**config.mk**
```make
export PLATFORM = sky130hd
export DESIGN_NAME = hmk_muldiv
export DESIGN_NICKNAME = d
export VERILOG_FILES = /design/src/hmk_pkg.sv /design/src/hmk_muldiv.sv
export SDC_FILE = /design/constraint.sdc
export NUM_CORES = 1
export LEC_CHECK = 0
export BUFFER_PORTS_ARGS = -buffer_cell sky130_fd_sc_hd__buf_2
export CAP_MARGIN = 20
export CORE_MARGIN = 4
export CORE_UTILIZATION = 65
export DETAILED_ROUTE_END_ITERATION = 10
export PLACE_DENSITY = 0.86
export SLEW_MARGIN = 30
export SYNTH_ARGS = -nofsm -noshare
export SYNTH_HDL_FRONTEND = slang
export SYNTH_SLANG_ARGS = --single-unit
export TNS_END_PERCENT = 100
```
**constraint.sdc**
```tcl
create_clock -name clock -period 10.3 [get_ports clock]
set_input_delay 0.515 -clock clock [delete_from_list [all_inputs] [get_ports clock]]
set_output_delay 0.515 -clock clock [all_outputs]
set_load 0.01 [all_outputs]
```
**src/hmk_pkg.sv**
```systemverilog
// Shared types and constants of the histogram key-point matcher.
// No dependencies; used by every module under src.
`timescale 1ns / 1ps
`default_nettype none
package hmk_pkg;

   localparam int GRAY_W   = 16;
   localparam int KEY_W    = 24;
   localparam int PIDX_W   = 6;
   localparam int STAT_W   = 2;
   localparam int RSP_W    = 56;
   localparam int QUO_W    = 16;
   localparam int STEP_W   = 4;

   localparam logic [STAT_W-1:0] STAT_OK       = 2'd0;
   localparam logic [STAT_W-1:0] STAT_EMPTY    = 2'd1;
   localparam logic [STAT_W-1:0] STAT_OVERFLOW = 2'd2;

   typedef struct packed {
      logic [GRAY_W-1:0] min0;
      logic [GRAY_W-1:0] max0;
      logic [GRAY_W-1:0] min1;
      logic [GRAY_W-1:0] max1;
      logic              overflow;
   } stats_type;

   typedef enum logic [1:0] {
      MD_IDLE,
      MD_MUL,
      MD_DIV
   } md_phase_type;

   typedef enum logic [4:0] {
      S_CLEAR,
      S_LOAD,
      S_CHECK,
      S_EMPTY,
      S_BIN_RD,
      S_BIN_MUL,
      S_BIN_WAIT,
      S_BIN_HRD,
      S_BIN_HWR,
      S_SCAN_RD0,
      S_SCAN_C0,
      S_SCAN_NX,
      S_SCAN_EVAL,
      S_KEY_PREP,
      S_KEY_WAIT,
      S_KEY_FIX,
      S_OUT,
      S_FINISH
   } state_type;

endpackage
`default_nettype wire

```
**src/hmk_muldiv.sv**
```systemverilog
// Iterative unit for floor(a * b / c): shift-add multiply, then restoring divide.
// Depends on hmk_pkg. Quotient must fit QUO_W bits.
`timescale 1ns / 1ps
`default_nettype none
module hmk_muldiv #(
   parameter int B_W = 24,
   parameter int C_W = 24
) (
   input  wire logic                        clock,
   input  wire logic                        reset,
   input  wire logic                        start,
   input  wire logic [hmk_pkg::GRAY_W-1:0]  a,
   input  wire logic [B_W-1:0]              b,
   input  wire logic [C_W-1:0]              c,
   output logic                             busy,
   output logic                             done,
   output logic [hmk_pkg::QUO_W-1:0]        quo
);

   localparam int P_W = hmk_pkg::GRAY_W + B_W;
   localparam int R_W = (P_W > C_W + hmk_pkg::QUO_W) ? P_W : C_W + hmk_pkg::QUO_W;

   hmk_pkg::md_phase_type phase_ff, phase_in;
   logic [hmk_pkg::STEP_W-1:0] step_ff, step_in;
   logic [hmk_pkg::GRAY_W-1:0] mcand_ff, mcand_in;
   logic [B_W-1:0]             b_ff, b_in;
   logic [C_W-1:0]             c_ff, c_in;
   logic [R_W-1:0]             rem_ff, rem_in;
   logic [R_W-1:0]             dvs_ff, dvs_in;
   logic [hmk_pkg::QUO_W-1:0]  quo_ff, quo_in;
   logic                       done_ff, done_in;

   always_ff @(posedge clock) begin
      if (reset) begin
         phase_ff <= hmk_pkg::MD_IDLE;
         done_ff  <= 1'b0;
      end else begin
         phase_ff <= phase_in;
         done_ff  <= done_in;
      end
      step_ff  <= step_in;
      mcand_ff <= mcand_in;
      b_ff     <= b_in;
      c_ff     <= c_in;
      rem_ff   <= rem_in;
      dvs_ff   <= dvs_in;
      quo_ff   <= quo_in;
   end

   always_comb begin
      phase_in = phase_ff;
      step_in  = step_ff;
      mcand_in = mcand_ff;
      b_in     = b_ff;
      c_in     = c_ff;
      rem_in   = rem_ff;
      dvs_in   = dvs_ff;
      quo_in   = quo_ff;
      done_in  = 1'b0;
      case (phase_ff)
         hmk_pkg::MD_IDLE: begin
            if (start) begin
               mcand_in = a;
               b_in     = b;
               c_in     = c;
               rem_in   = '0;
               step_in  = '0;
               phase_in = hmk_pkg::MD_MUL;
            end
         end
         hmk_pkg::MD_MUL: begin
            rem_in   = (rem_ff << 1)
                       + (mcand_ff[hmk_pkg::GRAY_W-1] ? {{(R_W-B_W){1'b0}}, b_ff} : '0);
            mcand_in = mcand_ff << 1;
            step_in  = step_ff + 1'b1;
            if (step_ff == '1) begin
               dvs_in   = {{(R_W-C_W-hmk_pkg::QUO_W+1){1'b0}}, c_ff,
                           {(hmk_pkg::QUO_W-1){1'b0}}};
               quo_in   = '0;
               phase_in = hmk_pkg::MD_DIV;
            end
         end
         hmk_pkg::MD_DIV: begin
            if (rem_ff >= dvs_ff) begin
               rem_in = rem_ff - dvs_ff;
               quo_in = {quo_ff[hmk_pkg::QUO_W-2:0], 1'b1};
            end else begin
               quo_in = {quo_ff[hmk_pkg::QUO_W-2:0], 1'b0};
            end
            dvs_in  = dvs_ff >> 1;
            step_in = step_ff + 1'b1;
            if (step_ff == '1) begin
               done_in  = 1'b1;
               phase_in = hmk_pkg::MD_IDLE;
            end
         end
         default: phase_in = hmk_pkg::MD_IDLE;
      endcase
   end

   assign busy = (phase_ff != hmk_pkg::MD_IDLE);
   assign done = done_ff;
   assign quo  = quo_ff;

endmodule
`default_nettype wire

```
==> impl_metrics.tcl, run 1 <==
set metrics [dict create \
    finalCritPeriodShare_pct 40.0 \
    htreeDepth 4 \
    path_class "register to register" \
    fp.dieH_um 133 \
    antenna_found_initial 0 \
    overflow 0 \
    pwr-share-seq_pct 37.3 \
    pwr-share-clk_pct 24.9 \
    synth_top_area_share_pct 48.0 \
    hold_path.startpoint "b[8]" \
    grt_pass1_vias 7512 \
    nets 1147 \
    clock_latency_ps 440 \
    cp.depth 11 \
    coreArea_mm2 0.0153 \
    async_reset_ff_share_pct 0 \
    finalPower_w 0.00265 \
    yosysTopAreaCell "edfxtp_1" \
    setup_violations 0 \
    syn_avg_cell_area_um2 10.9 \
    synth_area_leaders "edfxtp_1 (48%), ha_1 (8.2%), mux2_2 (4.2%)" \
    worstHoldPathType "input pin to register" \
    synth.distinct_cells 72 \
    cts.sinks 166 \
    cts_tree "yes" \
    grt_setup_unrepaired "false" \
    p_switching_w 0.00103 \
    cts_resized 0 \
    drive_gt1_share_pct 17.4 \
    cts_hold_buffers 0 \
    grt_first_pass_wirelength_um 38800 \
    synth_most_common_cell "edfxtp_1" \
    finClkSkew_ps 10.4 \
    power_frac_comb_pct 37.8 \
    synthesis.nets 1074 \
    nFillCells 991 \
    cp-start-kind "register" \
    hold_viol_final 0 \
    cts_buffers 17 \
    areaGrowthSynthToFinish_pct 12.1 \
    maxSlewViolCount 0 \
    synth_cells 938 \
    worst_hold_slack_ps 247 \
    seq_area_frac_synth_pct 48.6 \
    met2_usage_pct 41.5 \
    max-slew-margin-rel_pct 35.3 \
    die_w_um 133 \
    r2r-start "rem_ff[1]" \
    clk_path_buf_depth 2 \
    wire_per_inst_um 19.7 \
    clk_pin_slew_ps 80 \
    peakVddDrop_mv 0.158 \
    dr.pass1.iters 5 \
    io_buffers 84 \
    powerDensity_mw_per_mm2 232 \
    cp.arrival_ps 4210 \
    crit_family "compound AO/OA/AOI/OAI gates" \
    cp.required_ps 10390 \
    sw_frac_of_total_pct 38.8 \
    gp_congestion 0.918 \
    crit_slowest_cell "a221oi_4" \
    worstPathCellList "inv_1, fa_1, nand2b_1, a211oi_1, a211oi_2, o311ai_1, nand3_1, o41ai_1, a21oi_1, a221oi_4, buf_4" \
    routed_wl_um 24300 \
    critical_path.startpoint "rem_ff[1]" \
    vias_per_cell 6.23 \
    grt_busiest_layer "met2" \
    drc 0 \
    detail_route.iter0.violations 889 \
    ant_nets 0 \
    die_area_mm2 0.0177 \
    cts_root_buffer "clkbuf_16" \
    post_synth_instance_area_mm2 0.0102 \
    drv_cap 0 \
    crit_path_end_kind "register" \
    cellLeakagePower_nw 4.54 \
    fin_setup_tns_ps 0 \
    dpl.hpwl_um 16900 \
    crit_fanout 28 \
    synth_seq_cells 166 \
    grt_usage_pct 27.4 \
    use_met3_pct 6.87 \
    n_antenna_cell 0 \
    synth_common_cells "edfxtp_1 (163), ha_1 (67), a21oi_1 (61), nand2_1 (61), nor2_1 (59)" \
    crit_buf_inv 2 \
    start_util_pct 66.8 \
    internal-power_w 0.00162 \
    fin_crit_ps 4120 \
    rows 45 \
    grt_max_degree 58 \
    ys.warnings.count 0 \
    min_path_cells 1 \
    dr_total_vias 7698 \
    synth_edf_count 163 \
    synth_ff_type "edfxtp_1" \
    fmax_mhz 243 \
    gr-usage-met1_pct 38.9 \
    rr_worst_depth 11 \
    worst_pin_slew_ps 969 \
    cts_setup_buffers 0 \
    status "complete, no violations" \
    io_pins 85 \
    slowest_delay_ps 740 \
]
-- state kept, by name, indices dropped and copies added (netlist names) --
register	flops
rem_ff	40
c_ff	24
done	1
step_ff	4
phase_ff	2
mcand_ff	16
b_ff	24
quo	16
dvs_ff	39
-- layout make-up --
| type | count | area (um2) | area share, % |
|---|---|---|---|
| repair buffers | 89 | 458 | 4.01 |
| flip-flops and latches | 166 | 4950 | 43.4 |
| multi-input cells | 682 | 4910 | 43.0 |
| clock inverters | 15 | 203 | 1.77 |
| well taps | 211 | 264 | 2.31 |
| clock buffers | 17 | 425 | 3.72 |
| inverters | 55 | 209 | 1.83 |
-- layout by cell type (no fill, tap or decap), types with 3 or more instances in the layout --
| master | netlist | final |
|---|---|---|
| edfxtp_1 | 163 | 163 |
| buf_2 | 5 | 84 |
| ha_1 | 67 | 66 |
| nand2_1 | 61 | 61 |
| a21oi_1 | 61 | 61 |
| nor2_1 | 59 | 59 |
| inv_1 | 55 | 54 |
| o21ai_0 | 50 | 50 |
| and2_1 | 42 | 42 |
| mux2_2 | 38 | 38 |
| xor2_1 | 30 | 30 |
| xnor2_1 | 30 | 30 |
| a21o_1 | 27 | 27 |
| nand3_1 | 24 | 24 |
| o22ai_1 | 17 | 17 |
| clkbuf_16 | 0 | 17 |
| nand4_1 | 14 | 14 |
| nand2b_1 | 12 | 12 |
| a22oi_1 | 12 | 12 |
| o211ai_1 | 11 | 11 |
| nor3_1 | 10 | 10 |
| nor2b_1 | 10 | 10 |
| and3_1 | 9 | 9 |
| o21bai_1 | 8 | 8 |
| o21a_1 | 7 | 7 |
| a31oi_1 | 7 | 7 |
| clkinv_8 | 0 | 7 |
| a211oi_1 | 6 | 6 |
| o21ai_1 | 5 | 5 |
| o31ai_1 | 5 | 5 |
| a32oi_1 | 5 | 5 |
| buf_4 | 1 | 5 |
| o2111ai_1 | 4 | 4 |
| a221o_1 | 3 | 3 |
| mux2i_1 | 4 | 3 |
| dfxtp_1 | 3 | 3 |
-- per-layer routing --
| layer | vias to the layer above | part of all wire (%) |
|---|---|---|
| met3 | 44 | 9.5 |
| met1 | 3626 | 43 |
| met4 | 0 | 1.9 |
| met5 | - | 0 |
| met2 | 375 | 46 |
| li1 | 3653 | - |
-- metrics by stage --
| step | instance area, um2 | worst slack [ps] | instances | util, % |
|---|---|---|---|---|
| 5_1_grt | 11400 | 5920 | 1235 | 74.9 |
| 2_1_floorplan | 10200 | 4550 | 938 | - |
| 6_report | 11400 | 6180 | 1235 | 74.9 |
| 4_1_cts | 11400 | 6190 | 1235 | 74.9 |
| 3_3_place_gp | 10800 | 6420 | 1203 | 70.7 |
| 3_5_place_dp | 10800 | 6260 | 1203 | 70.8 |
-- cells by family (layout without fill, tap and decap cells) --
family	count (synthesis)	after routing	synth area share, %
compound gates	256	256	17.0
xor+xnor	60	60	5.16
fa+ha+maj	69	69	8.62
buf+inv	90	176	3.49
flops	166	166	48.6
mux	42	42	4.59
simple gates	255	255	12.5
-- power groups by stage --
stage / clock [W] / combinational, W / sequential (W)
after floorplan: 0 / 0.000747 / 0.000968
after global placement: 0 / 0.000947 / 0.000990
after detailed placement: 0 / 0.000971 / 0.000994
after CTS: 0.000664 / 0.000983 / 0.000984
after global routing: 0.000696 / 0.00110 / 0.000997
final: 0.000660 / 0.00100 / 0.000988
-- path summary, 6_finish.rpt --
| kind | to | slack (ps) |
|---|---|---|
| worst max-delay path | rem_ff[35] | 6180 |
| worst min-delay path | b_ff[8] | 250 |
| worst max register to register | rem_ff[35] | 6180 |
| worst min register to register | dvs_ff[31] | 550 |
No activity file was read; power rests on OpenSTA's default activity.
==> inputs of run 2 (changes only) <==
ABC_AREA = 1   (was not set)
CORE_UTILIZATION = 56   (was 65)
PLACE_DENSITY = 0.78   (was 0.86)
clock period = 3.64 ns   (was 10.3 ns; I/O delays follow)
==> impl_metrics.tcl, run 2 <==
set metrics [dict create \
    status "complete, no violations" \
    fp.dieH_um 155 \
    grt_first_pass_wirelength_um 55300 \
    antenna_found_initial 0 \
    n_antenna_cell 0 \
    cts_tree "yes" \
    internal-power_w 0.00618 \
    max-slew-margin-rel_pct 38.9 \
    wire_per_inst_um 16.8 \
    clock_latency_ps 450 \
    reg_top3 "rem_ff (40), dvs_ff (39)" \
    final_cell_mix "nand2_1 (542), inv_1 (306), edfxtp_1 (163)" \
    dr_total_vias 11300 \
    critical_path.startpoint "mcand_ff[15]" \
    drv_cap 0 \
    crit_buf_inv 1 \
    synth_area_leaders "edfxtp_1 (41%), nand2_1 (17%), inv_1 (9.6%)" \
    fin_setup_tns_ps 0 \
    rows 53 \
    dr.pass1.iters 6 \
    drc 0 \
    cp.arrival_ps 3110 \
    synth_common_cells "nand2_1 (542), inv_1 (308), edfxtp_1 (163)" \
    synth_ff_type "edfxtp_1" \
    r2r-start "mcand_ff[15]" \
    synth_seq_cells 166 \
    crit_family "simple AND/OR/NAND/NOR gates" \
    worstHoldPathType "input pin to register" \
    mostFrequentLayoutCell "nand2_1" \
    grt_usage_pct 29.6 \
    crit_fanout 24 \
    ys.warnings.count 0 \
    routed_wl_um 35100 \
    hold_viol_final 0 \
    synth_most_common_cell "nand2_1" \
    cts_root_buffer "clkbuf_16" \
    areaGrowthSynthToFinish_pct 15.6 \
    crit_slowest_cell "edfxtp_1" \
    synth_edf_count 163 \
    start_util_pct 57.3 \
    finalCritPeriodShare_pct 80.7 \
    clk_path_buf_depth 2 \
    dpl.cell_count 2002 \
    grt_setup_unrepaired "false" \
    fin_crit_ps 2940 \
    cts_buffers 17 \
    fin_cells 2087 \
    crit_top_cell "nand2_1" \
    grt_pass1_vias 10800 \
    overflow 0 \
    ant_nets 0 \
    power_frac_comb_pct 54.2 \
    crit_path_end_kind "register" \
    cellLeakagePower_nw 6.98 \
    detail_route.iter0.violations 978 \
    gp_congestion 1.02 \
    synth.distinct_cells 44 \
    largest_register_ffs 40 \
    p_switching_w 0.00604 \
    clk_pin_slew_ps 70 \
    cp.required_ps 3810 \
    drive_gt1_share_pct 12.2 \
    cts.sinks 166 \
    hold_path.startpoint "a[9]" \
    coreArea_mm2 0.0211 \
    peakVddDrop_mv 0.863 \
    nets 1935 \
    grt_max_degree 50 \
    async_reset_ff_share_pct 0 \
    maxSlewViolCount 0 \
    cp-start-kind "register" \
    worstPathCellList "nand2_1, inv_1, ha_1, fa_1, nand3_1, nand3_1, nand2_1, nand3_2, nand2_1, nand2_1, o21ai_0, a21o_1, a21oi_1" \
    nFillCells 1790 \
    powerDensity_mw_per_mm2 875 \
    worst_pin_slew_ps 914 \
    io_buffers 84 \
    die_area_mm2 0.0240 \
    yosysTopAreaCell "edfxtp_1" \
    slowest_delay_ps 730 \
    dpl.hpwl_um 25600 \
    synth_cells 1661 \
    path_class "register to register" \
    fmax_mhz 340 \
    io_pins 85 \
    sw_frac_of_total_pct 49.4 \
    seq_area_frac_synth_pct 41.0 \
    die_w_um 155 \
    vias_per_cell 5.41 \
    syn_avg_cell_area_um2 7.27 \
    finClkSkew_ps 15.9 \
    cts_setup_buffers 0 \
    htreeDepth 4 \
    largest-register "rem_ff" \
    synthesis.nets 1797 \
    setup_violations 0 \
    synth_top_area_share_pct 40.5 \
    pwr-share-clk_pct 15.8 \
    pwr-share-seq_pct 30.0 \
    post_synth_instance_area_mm2 0.0121 \
]
-- run 2: cell types whose count changed in the layout (fill, tap and decap cells not counted), moves of 26 or more --
cell / delta
and2_1: -41
mux2_2: -38
inv_1: +252
nor2_1: +55
nand3_1: +85
a21oi_1: +39
nand2_1: +481
nand2_2: +26
xor2_1: -29
dlygate4sd3_1: +53
xnor2_1: -30
-- run 2: metrics by stage --
| stage | total power, W | hold slack (ps) | utilization (%) | setup slack [ps] | cell area (um2) |
|---|---|---|---|---|---|
| floorplan | 0.00822 | 251 | - | 715 | 12100 |
| global placement | 0.00989 | 358 | 60.8 | 784 | 12800 |
| detailed placement | 0.0100 | 360 | 60.8 | 749 | 12800 |
| CTS | 0.0120 | 3.49 | 66.1 | 731 | 13900 |
| global route | 0.0132 | 3.80 | 66.2 | 524 | 14000 |
| finish | 0.0122 | 11.0 | 66.2 | 701 | 14000 |
-- run 2: power groups by stage --
stage	logic, W	registers (W)	clock network [W]
after global routing	0.00743	0.00370	0.00203
after floorplan	0.00479	0.00343	0
after CTS	0.00650	0.00362	0.00193
final	0.00662	0.00366	0.00194
after global placement	0.00626	0.00364	0
after detailed placement	0.00640	0.00364	0
-- run 2: logic make-up after synthesis --
family	share of synthesized area, %
compound gates	9.34
xor+xnor	0.0726
fa+ha+maj	7.28
buf+inv	10.8
flops	41.0
simple gates	31.5
-- run 2: path summary, 6_finish.rpt --
path | endpoint | cells past startpoint | slack [ps]
hold reg to reg | phase_ff[0] | 2 | 520
hold / removal | mcand_ff[9] | 3 | 10
setup / recovery | rem_ff[13] | 13 | 700
setup reg to reg | rem_ff[13] | 13 | 700
-- run 2: layout make-up --
type | instances | area [um2] | area share (%)
Clock buffer | 18 | 429 | 3.07
Clock inverter | 14 | 175 | 1.26
Inverter | 318 | 1200 | 8.57
Multi-Input combinational cell | 1151 | 5830 | 41.8
Sequential cell | 166 | 4950 | 35.5
Tap cell | 275 | 344 | 2.47
Timing Repair Buffer | 145 | 1020 | 7.33
-- run 2: routing by layer --
layer	routed length (um)	vias to the layer above	track usage, %
li1	-	5597	-
met1	15500	5162	41.1
met2	16000	466	48.0
met3	2960	62	5.82
met4	703	0	7.11
met5	0	-	0
-- run 2: what timing repair did --
action | in CTS | in global routing
resized for setup | 0 | 0
hold buffers | 52 | 1
endpoints found under the hold margin | 54 | 1
-- run 2: worst min-delay path: cells and delay by family --
kind | cells | cell delay, ps
buf+inv | 1 | 80
simple gates | 2 | 80
